==> src/cltok_pkg.sv <==
// Package with the types, codes and helper functions of the command line tokenizer.
`default_nettype none

package cltok_pkg;

    localparam int DefMaxArgs = 255;
    localparam int ResultDepth = 4;

    localparam logic [7:0] EscapeReset = 8'h2A;
    localparam logic [7:0] AsteriskByte = 8'h2A;
    localparam logic [7:0] QuoteByte = 8'h22;
    localparam logic [7:0] EscByte = 8'h1B;
    localparam logic [7:0] NewlineByte = 8'h0A;
    localparam logic [7:0] NbspByte = 8'hA0;

    localparam logic [1:0] KIND_DATA = 2'd0;
    localparam logic [1:0] KIND_END_ARG = 2'd1;
    localparam logic [1:0] KIND_END_LINE = 2'd2;

    localparam logic [1:0] MODE_BETWEEN = 2'd0;
    localparam logic [1:0] MODE_PLAIN = 2'd1;
    localparam logic [1:0] MODE_QUOTED = 2'd2;

    typedef struct packed {
        logic [1:0] item_kind;
        logic [7:0] arg_data;
        logic [7:0] arg_number;
        logic       was_quoted;
        logic       last_result;
    } t_result;

    function automatic logic is_blank(input logic [7:0] b);
        return (b == 8'h09) || (b == 8'h0A) || (b == 8'h0B) || (b == 8'h0C) ||
               (b == 8'h0D) || (b == 8'h20) || (b == NbspByte);
    endfunction

    function automatic logic [7:0] translate(input logic [7:0] b);
        logic [7:0] r;
        r = b;
        if ((b == 8'h65) || (b == 8'h45)) begin
            r = EscByte;
        end else if ((b == 8'h6E) || (b == 8'h4E)) begin
            r = NewlineByte;
        end
        return r;
    endfunction

    function automatic t_result make_result(input logic [1:0] kind, input logic [7:0] data,
                                            input logic [7:0] num, input logic quoted);
        t_result r;
        r.item_kind = kind;
        r.arg_data = data;
        r.arg_number = num;
        r.was_quoted = quoted;
        r.last_result = 1'b0;
        return r;
    endfunction

endpackage

`default_nettype wire

==> src/cltok_if.sv <==
// Interfaces of the input byte channel and the result channel.
`default_nettype none

interface cltok_in_if;
    logic       valid;
    logic       ready;
    logic [7:0] line_byte;
    logic       end_of_line;

    modport source (output valid, output line_byte, output end_of_line, input ready);
    modport sink (input valid, input line_byte, input end_of_line, output ready);
endinterface

interface cltok_out_if;
    logic       valid;
    logic       ready;
    logic [1:0] item_kind;
    logic [7:0] arg_data;
    logic [7:0] arg_number;
    logic       was_quoted;
    logic       last_result;

    modport source (output valid, output item_kind, output arg_data, output arg_number,
                    output was_quoted, output last_result, input ready);
    modport sink (input valid, input item_kind, input arg_data, input arg_number,
                  input was_quoted, input last_result, output ready);
endinterface

`default_nettype wire

==> src/command_line_tokenizer_core.sv <==
// Command line tokenizer: splits a byte stream into argument bytes and markers.
//
// The input channel i_in carries one byte of a command line per word, with
// end_of_line set on the final byte. The output channel o_out carries result
// words: argument bytes after escape translation, end-of-argument markers with
// the argument index and quoted flag, and one end-of-line marker with the
// argument count. last_result marks the final result word of an input byte.
// One input byte yields zero to four result words. They are computed in the
// cycle the byte is accepted and appear on o_out in the next cycle, one per
// cycle, from a four-entry result buffer. A new byte is accepted while the
// last result word of the previous byte is being taken, so a byte with one
// result sustains one word per cycle. The escape byte register is written
// through i_cfg_we and i_cfg_data; the user must write it only while the block
// is idle, not enforced by the block. Synchronous active-low reset empties the
// result buffer, returns the scanner to the state between arguments and sets
// the escape byte to an asterisk. When the receiver stalls, the buffer holds
// its words and the input is not accepted until the buffer drains.
`default_nettype none

module command_line_tokenizer_core #(
    parameter int MAX_ARGS = cltok_pkg::DefMaxArgs
) (
    input  wire logic       i_clk,
    input  wire logic       i_rst_n,
    input  wire logic       i_cfg_we,
    input  wire logic [7:0] i_cfg_data,
    cltok_in_if.sink        i_in,
    cltok_out_if.source     o_out
);
    import cltok_pkg::*;

    localparam logic [7:0] ArgLimit = (MAX_ARGS > 255) ? 8'd255 : 8'(MAX_ARGS);

    logic [7:0] r_escape;
    logic [1:0] r_mode;
    logic       r_esc_pend;
    logic       r_quote_pend;
    logic [7:0] r_argc;
    t_result    r_buf [ResultDepth];
    logic [2:0] r_cnt;

    logic [1:0] n_mode;
    logic       n_esc_pend;
    logic       n_quote_pend;
    logic [7:0] n_argc;
    t_result    n_buf [ResultDepth];
    logic [2:0] n_cnt;

    logic accept;
    logic take;

    assign take = o_out.valid && o_out.ready;
    assign i_in.ready = (r_cnt == 3'd0) || ((r_cnt == 3'd1) && o_out.ready);
    assign accept = i_in.valid && i_in.ready;

    assign o_out.valid = (r_cnt != 3'd0);
    assign o_out.item_kind = r_buf[0].item_kind;
    assign o_out.arg_data = r_buf[0].arg_data;
    assign o_out.arg_number = r_buf[0].arg_number;
    assign o_out.was_quoted = r_buf[0].was_quoted;
    assign o_out.last_result = r_buf[0].last_result;

    always_comb begin
        logic [7:0] b;
        logic       eol;
        logic       done;
        b = i_in.line_byte;
        eol = i_in.end_of_line;
        done = 1'b0;
        n_mode = r_mode;
        n_esc_pend = r_esc_pend;
        n_quote_pend = r_quote_pend;
        n_argc = r_argc;
        n_cnt = 3'd0;
        for (int i = 0; i < ResultDepth; i++) begin
            n_buf[i] = '0;
        end

        if (r_mode == MODE_QUOTED) begin
            if (r_quote_pend) begin
                n_quote_pend = 1'b0;
                if (is_blank(b)) begin
                    n_buf[n_cnt[1:0]] = make_result(KIND_END_ARG, 8'h00, n_argc, 1'b1);
                    n_cnt = n_cnt + 3'd1;
                    n_mode = MODE_BETWEEN;
                    done = 1'b1;
                end else if (r_escape == QuoteByte) begin
                    n_buf[n_cnt[1:0]] = make_result(KIND_DATA, translate(b), n_argc, 1'b1);
                    n_cnt = n_cnt + 3'd1;
                    done = 1'b1;
                end else begin
                    n_buf[n_cnt[1:0]] = make_result(KIND_DATA, QuoteByte, n_argc, 1'b1);
                    n_cnt = n_cnt + 3'd1;
                end
            end
            if (!done) begin
                if (r_esc_pend) begin
                    n_esc_pend = 1'b0;
                    n_buf[n_cnt[1:0]] = make_result(KIND_DATA, translate(b), n_argc, 1'b1);
                    n_cnt = n_cnt + 3'd1;
                end else if (b == QuoteByte) begin
                    if (eol) begin
                        n_buf[n_cnt[1:0]] = make_result(KIND_END_ARG, 8'h00, n_argc, 1'b1);
                        n_cnt = n_cnt + 3'd1;
                        n_mode = MODE_BETWEEN;
                    end else begin
                        n_quote_pend = 1'b1;
                    end
                end else if ((b == AsteriskByte) || (b == r_escape)) begin
                    n_esc_pend = 1'b1;
                end else begin
                    n_buf[n_cnt[1:0]] = make_result(KIND_DATA, b, n_argc, 1'b1);
                    n_cnt = n_cnt + 3'd1;
                end
            end
        end else if (r_mode == MODE_PLAIN) begin
            if (is_blank(b)) begin
                n_buf[n_cnt[1:0]] = make_result(KIND_END_ARG, 8'h00, n_argc, 1'b0);
                n_cnt = n_cnt + 3'd1;
                n_mode = MODE_BETWEEN;
            end else begin
                n_buf[n_cnt[1:0]] = make_result(KIND_DATA, b, n_argc, 1'b0);
                n_cnt = n_cnt + 3'd1;
            end
        end else begin
            if (b == QuoteByte) begin
                if (r_argc < ArgLimit) begin
                    n_argc = r_argc + 8'd1;
                end
                n_mode = MODE_QUOTED;
            end else if (!is_blank(b)) begin
                if (r_argc < ArgLimit) begin
                    n_argc = r_argc + 8'd1;
                end
                n_mode = MODE_PLAIN;
                n_buf[n_cnt[1:0]] = make_result(KIND_DATA, b, n_argc, 1'b0);
                n_cnt = n_cnt + 3'd1;
            end
        end

        if (eol) begin
            if (n_mode != MODE_BETWEEN) begin
                n_buf[n_cnt[1:0]] = make_result(KIND_END_ARG, 8'h00, n_argc,
                                                n_mode == MODE_QUOTED);
                n_cnt = n_cnt + 3'd1;
            end
            n_buf[n_cnt[1:0]] = make_result(KIND_END_LINE, 8'h00, n_argc, 1'b0);
            n_cnt = n_cnt + 3'd1;
            n_mode = MODE_BETWEEN;
            n_esc_pend = 1'b0;
            n_quote_pend = 1'b0;
            n_argc = 8'd0;
        end

        for (int i = 0; i < ResultDepth; i++) begin
            if (n_cnt == 3'(i + 1)) begin
                n_buf[i].last_result = 1'b1;
            end
        end
    end

    always_ff @(posedge i_clk) begin
        if (!i_rst_n) begin
            r_escape <= EscapeReset;
        end else if (i_cfg_we) begin
            r_escape <= i_cfg_data;
        end
    end

    always_ff @(posedge i_clk) begin
        if (!i_rst_n) begin
            r_mode <= MODE_BETWEEN;
            r_esc_pend <= 1'b0;
            r_quote_pend <= 1'b0;
            r_argc <= 8'd0;
            r_cnt <= 3'd0;
        end else if (accept) begin
            r_mode <= n_mode;
            r_esc_pend <= n_esc_pend;
            r_quote_pend <= n_quote_pend;
            r_argc <= n_argc;
            r_cnt <= n_cnt;
        end else if (take) begin
            r_cnt <= r_cnt - 3'd1;
        end
    end

    always_ff @(posedge i_clk) begin
        if (accept) begin
            for (int i = 0; i < ResultDepth; i++) begin
                r_buf[i] <= n_buf[i];
            end
        end else if (take) begin
            for (int i = 0; i < ResultDepth - 1; i++) begin
                r_buf[i] <= r_buf[i + 1];
            end
        end
    end

`ifndef ASSERT_OFF
    a_cnt_range: assert property (@(posedge i_clk) disable iff (!i_rst_n)
        r_cnt <= 3'd4)
        else $error("result buffer count out of range");

    a_accept_drained: assert property (@(posedge i_clk) disable iff (!i_rst_n)
        accept |-> (r_cnt == 3'd0) || ((r_cnt == 3'd1) && take))
        else $error("input word accepted while results are pending");

    a_last_is_final: assert property (@(posedge i_clk) disable iff (!i_rst_n)
        (o_out.valid && o_out.last_result) |-> (r_cnt == 3'd1))
        else $error("last result word is not the final buffered word");

    a_eol_last: assert property (@(posedge i_clk) disable iff (!i_rst_n)
        (o_out.valid && (o_out.item_kind == KIND_END_LINE)) |-> o_out.last_result)
        else $error("end of line marker is not the last result");

    a_eol_reset: assert property (@(posedge i_clk) disable iff (!i_rst_n)
        (accept && i_in.end_of_line) |=>
            ((r_mode == MODE_BETWEEN) && (r_argc == 8'd0) && !r_esc_pend && !r_quote_pend))
        else $error("scanner state not cleared after end of line");
`endif

endmodule

`default_nettype wire

==> src/flat_wrapper.sv <==
// flat-port wrapper written by rule: the top's interface ports become plain ports
module command_line_tokenizer_core_flat import cltok_pkg::*;
#(
    parameter int MAX_ARGS = cltok_pkg::DefMaxArgs
)
  (i_clk, i_rst_n, i_cfg_we, i_cfg_data, i_in_valid, i_in_line_byte, i_in_end_of_line, i_in_ready, o_out_valid, o_out_item_kind, o_out_arg_data, o_out_arg_number, o_out_was_quoted, o_out_last_result, o_out_ready);
  cltok_in_if i_in_i ();
  cltok_out_if o_out_i ();
  input  wire logic i_clk;
  input  wire logic i_rst_n;
  input  wire logic i_cfg_we;
  input  wire logic [7:0] i_cfg_data;
  input wire logic [$bits(i_in_i.valid)-1:0] i_in_valid;
  input wire logic [$bits(i_in_i.line_byte)-1:0] i_in_line_byte;
  input wire logic [$bits(i_in_i.end_of_line)-1:0] i_in_end_of_line;
  output wire logic [$bits(i_in_i.ready)-1:0] i_in_ready;
  output wire logic [$bits(o_out_i.valid)-1:0] o_out_valid;
  output wire logic [$bits(o_out_i.item_kind)-1:0] o_out_item_kind;
  output wire logic [$bits(o_out_i.arg_data)-1:0] o_out_arg_data;
  output wire logic [$bits(o_out_i.arg_number)-1:0] o_out_arg_number;
  output wire logic [$bits(o_out_i.was_quoted)-1:0] o_out_was_quoted;
  output wire logic [$bits(o_out_i.last_result)-1:0] o_out_last_result;
  input wire logic [$bits(o_out_i.ready)-1:0] o_out_ready;
  assign i_in_i.valid = i_in_valid;
  assign i_in_i.line_byte = i_in_line_byte;
  assign i_in_i.end_of_line = i_in_end_of_line;
  assign i_in_ready = i_in_i.ready;
  assign o_out_valid = o_out_i.valid;
  assign o_out_item_kind = o_out_i.item_kind;
  assign o_out_arg_data = o_out_i.arg_data;
  assign o_out_arg_number = o_out_i.arg_number;
  assign o_out_was_quoted = o_out_i.was_quoted;
  assign o_out_last_result = o_out_i.last_result;
  assign o_out_i.ready = o_out_ready;
  command_line_tokenizer_core #(.MAX_ARGS(MAX_ARGS)) u_core (.i_clk(i_clk), .i_rst_n(i_rst_n), .i_cfg_we(i_cfg_we), .i_cfg_data(i_cfg_data), .i_in(i_in_i), .o_out(o_out_i));
endmodule
==> config.mk <==
export PLATFORM = sky130hd
export DESIGN_NAME = command_line_tokenizer_core_flat
export DESIGN_NICKNAME = d
export VERILOG_FILES = /design/src/cltok_pkg.sv /design/src/cltok_if.sv /design/src/command_line_tokenizer_core.sv /design/src/flat_wrapper.sv
export SDC_FILE = /design/constraint.sdc
export NUM_CORES = 1
export LEC_CHECK = 0
export BUFFER_PORTS_ARGS = -buffer_cell sky130_fd_sc_hd__clkbuf_2
export CORE_ASPECT_RATIO = 0.75
export CORE_UTILIZATION = 50
export CTS_BUF_LIST = sky130_fd_sc_hd__clkbuf_2 sky130_fd_sc_hd__clkbuf_4 sky130_fd_sc_hd__clkbuf_8
export DETAILED_ROUTE_END_ITERATION = 10
export PLACE_DENSITY = 0.68
export SYNTH_ARGS = -nofsm -noshare
export SYNTH_HDL_FRONTEND = slang
export SYNTH_SLANG_ARGS = --single-unit
export TNS_END_PERCENT = 10
==> constraint.sdc <==
create_clock -name i_clk -period 4.9 [get_ports i_clk]
set_clock_uncertainty 0.1 [all_clocks]
set_input_delay 0.98 -clock i_clk [delete_from_list [all_inputs] [get_ports i_clk]]
set_output_delay 0.98 -clock i_clk [all_outputs]
set_load 0.03 [all_outputs]
==> impl_metrics.yaml <==
clock_tree:
  cts_buffers: 9
  cts_sinks: 87
  clockBufferDepth: 2
  cts_tree: "done"
  cts_setup_buffers: 0
  cts_root_buf: "clkbuf_8"
  cts.reportedPaths.clkPinSlew_ns: 0.09
  cts-htree-levels: 3
  clk_latency_ns: 0.37
  postCtsResizedCells: 0
  hold_buffers: 0
setup_path:
  slowest_delay_ns: 0.40
  r2r-end: "u_core.r_buf[0][10]"
  cp_max_fo: 8
  r2r_cells: 17
  crit_slowest_cell: "nor4b_1"
  cp-start-kind: "primary input"
  worstSetupEndpointType: "register"
  worst-path-stages: 17
  arrival_ns: 4.56
  criticalPathCategory: "primary input to register"
  r2r_slack_ns: 1.07
  cp_cell_sequence: "clkbuf_2 -> nor4b_1 -> and3_1 -> a21o_1 -> ha_1 -> o21ai_0 -> a21oi_1 -> o221a_4 -> ha_1 -> mux2i_1 -> inv_1 -> ha_1 -> a31oi_1 -> o21a_1 -> o21ai_0 -> a21oi_1 -> a22o_1"
  cp_num_buf_inv: 2
  crit_top_cell: "ha_1"
  crit_family: "compound AO/OA/AOI/OAI gates"
  reg2reg_from: "u_core.r_escape[6]"
  crit_required_ns: 5.04
synth:
  yosysUniqueCellTypes: 76
  synth_top_area_share_pct: 34.29
  synth-edff-count: 64
  synth.cell_area_um2: 5604
  ys_seq_area_share_pct: 42.51
  ys_ff_latch: 87
  syn-instance-count: 620
  synthArstFlopShare_pct: 0
  ys_top_cells_by_area: "edfxtp_1 (34%), dfxtp_1 (8.2%), nand2_1 (5.7%)"
  synthFlopType: "edfxtp_1"
  yosysTopAreaCell: "edfxtp_1"
  synth_nets: 657
  avgSynthCellArea_um2: 9.039
  yosysWarnings: 0
drt:
  drt_wl_total_um: 14970
  vias_per_cell: 6.126
  drt_iter0_drc: 516
  vias: 4778
  final_antenna_net_count: 0
  drt_pass1_iterations: 5
  drc: 0
  wire_per_inst_um: 19.19
power:
  p_leak_nw: 2.277
  p_per_area_nw_per_um2: 421.9
  power.total_mw: 2.527
  ir_drop_mv: 0.4149
sta:
  grt_setup_unrepaired: "no"
  fin_crit_ns: 4.418
  fmax_ghz: 0.2263
  setup_violations: 0
  final_hold_viol_count: 0
  post-route-period-util_pct: 90.17
  worstMarginPinSlew_ns: 0.8360
  tns_ns: 0
  drv_slew: 0
  relSlewSlack_pct: 44.06
cells_and_area:
  drive_gt1_share_pct: 16.88
  fill_cells: 1029
  final_util_pct: 54.94
  multi_input_area_um2: 2809
  fin_area_um2: 5988
  diodes: 0
  syn2layout_area_growth_pct: 6.854
  nNetsFinal: 672
  seq_area_um2: 2382
  mostFrequentLayoutCell: "nand2_1"
  final_cell_mix: "nand2_1 (85), edfxtp_1 (64), nor2_1 (62)"
die:
  die_h_um: 93.69
  die_area_um2: 11640
  core_area_um2: 10900
  die_w_um: 124.2
  io_pins: 44
  num_rows: 33
  start_util_pct: 51.41
worst_hold_path:
  min_to: "u_core.r_buf[0][46]"
  min_from: "u_core.r_buf[0][66]"
  min_path_cells: 2
  hold_path_class: "register to register"
grt:
  grt_pass1_wl_um: 24300
  overflow: 0
  antenna_found_initial: 0
  grt_use_total_pct: 26.97
  grt_max_degree: 29
  first_global_vias: 4453
place:
  port_buffers: 43
  place.gp.congestion: 0.9123
  placed_area_um2: 5817
  post-dp-hpwl_um: 11080
job:
  drv_cap: 0
status:
  outcome: "finished, final reports clean"
## flip-flops by register name, summed over array words and instances (netlist names)
signal               cells
u_core.r_cnt             3
u_core.r_escape          8
u_core.r_argc            8
u_core.r_buf            64
u_core.r_esc_pend        1
u_core.r_mode            2
u_core.r_quote_pend      1
## layer usage
metal / part of all wire (%) / global-route usage, % / up-vias
met4: 0.85 / 7.530 / 0
met3: 8.3 / 6.264 / 11
met1: 49 / 39.72 / 2300
li1: - / - / 2271
met2: 42 / 39.18 / 196
met5: 0 / 0 / -
## tightest hold or removal path, stage by stage (launching register included)
cell and delay [ns]:
edfxtp_1 0.33, nand2_1 0.04, o21ai_0 0.06
## cell usage after synthesis (12+ instances only)
cell,number
dfxtp_1,23
nor3_1,14
mux2i_1,12
nand3_1,26
inv_1,21
xnor2_1,14
buf_4,18
edfxtp_1,64
a21oi_1,27
a31oi_1,20
ha_1,15
and3_1,13
clkbuf_1,26
nor2_1,62
nand2_1,85
o21ai_0,43
## cells by family (layout without fill, tap and decap cells)
family	Yosys count	count (layout)	share of synthesized area [%]
xor+xnor	15	15	2.344
mux	14	14	2.545
compound gates	159	159	19.40
simple gates	249	249	22.48
buf+inv	81	101	7.368
fa+ha+maj	15	15	3.349
flops	87	87	42.51
## per-stage QoR
step	hold slack (ns)	instances	setup slack (ns)
after floorplan	0.3764	620	0.4167
after global placement	0.4036	764	0.3372
after detailed placement	0.4187	764	0.1663
after CTS	0.4396	780	0.5609
after global routing	0.4454	780	0.2625
final	0.4337	780	0.4817
## cell type report
| cell class | instances | share of cell area (%) |
|---|---|---|
| clock buffer | 9 | 2.069 |
| multi-input combinational | 452 | 46.91 |
| tap | 140 | 2.925 |
| clock inverter | 7 | 0.7940 |
| inverter | 22 | 1.421 |
| timing repair buffer | 63 | 6.101 |
| sequential | 87 | 39.78 |
## worst max-delay path by stage
stage                                  from             endpoint  slack, ns
after floorplan           i_in_line_byte[6]  u_core.r_buf[0][25]       0.42
after global placement    i_in_line_byte[6]  u_core.r_buf[0][10]       0.34
after detailed placement  i_in_line_byte[6]  u_core.r_buf[0][17]       0.17
after CTS                 i_in_line_byte[6]  u_core.r_buf[0][17]       0.56
after global routing      i_in_line_byte[6]  u_core.r_buf[0][10]       0.26
final                     i_in_line_byte[6]  u_core.r_buf[0][10]       0.48
## where the power goes
group	internal (mW)	switching, mW	total (mW)
clock	0.183	0.270	0.453
combinational	0.252	0.632	0.883
sequential	1.11	0.0813	1.19
Note: power is estimated with default switching activity, not from simulation.
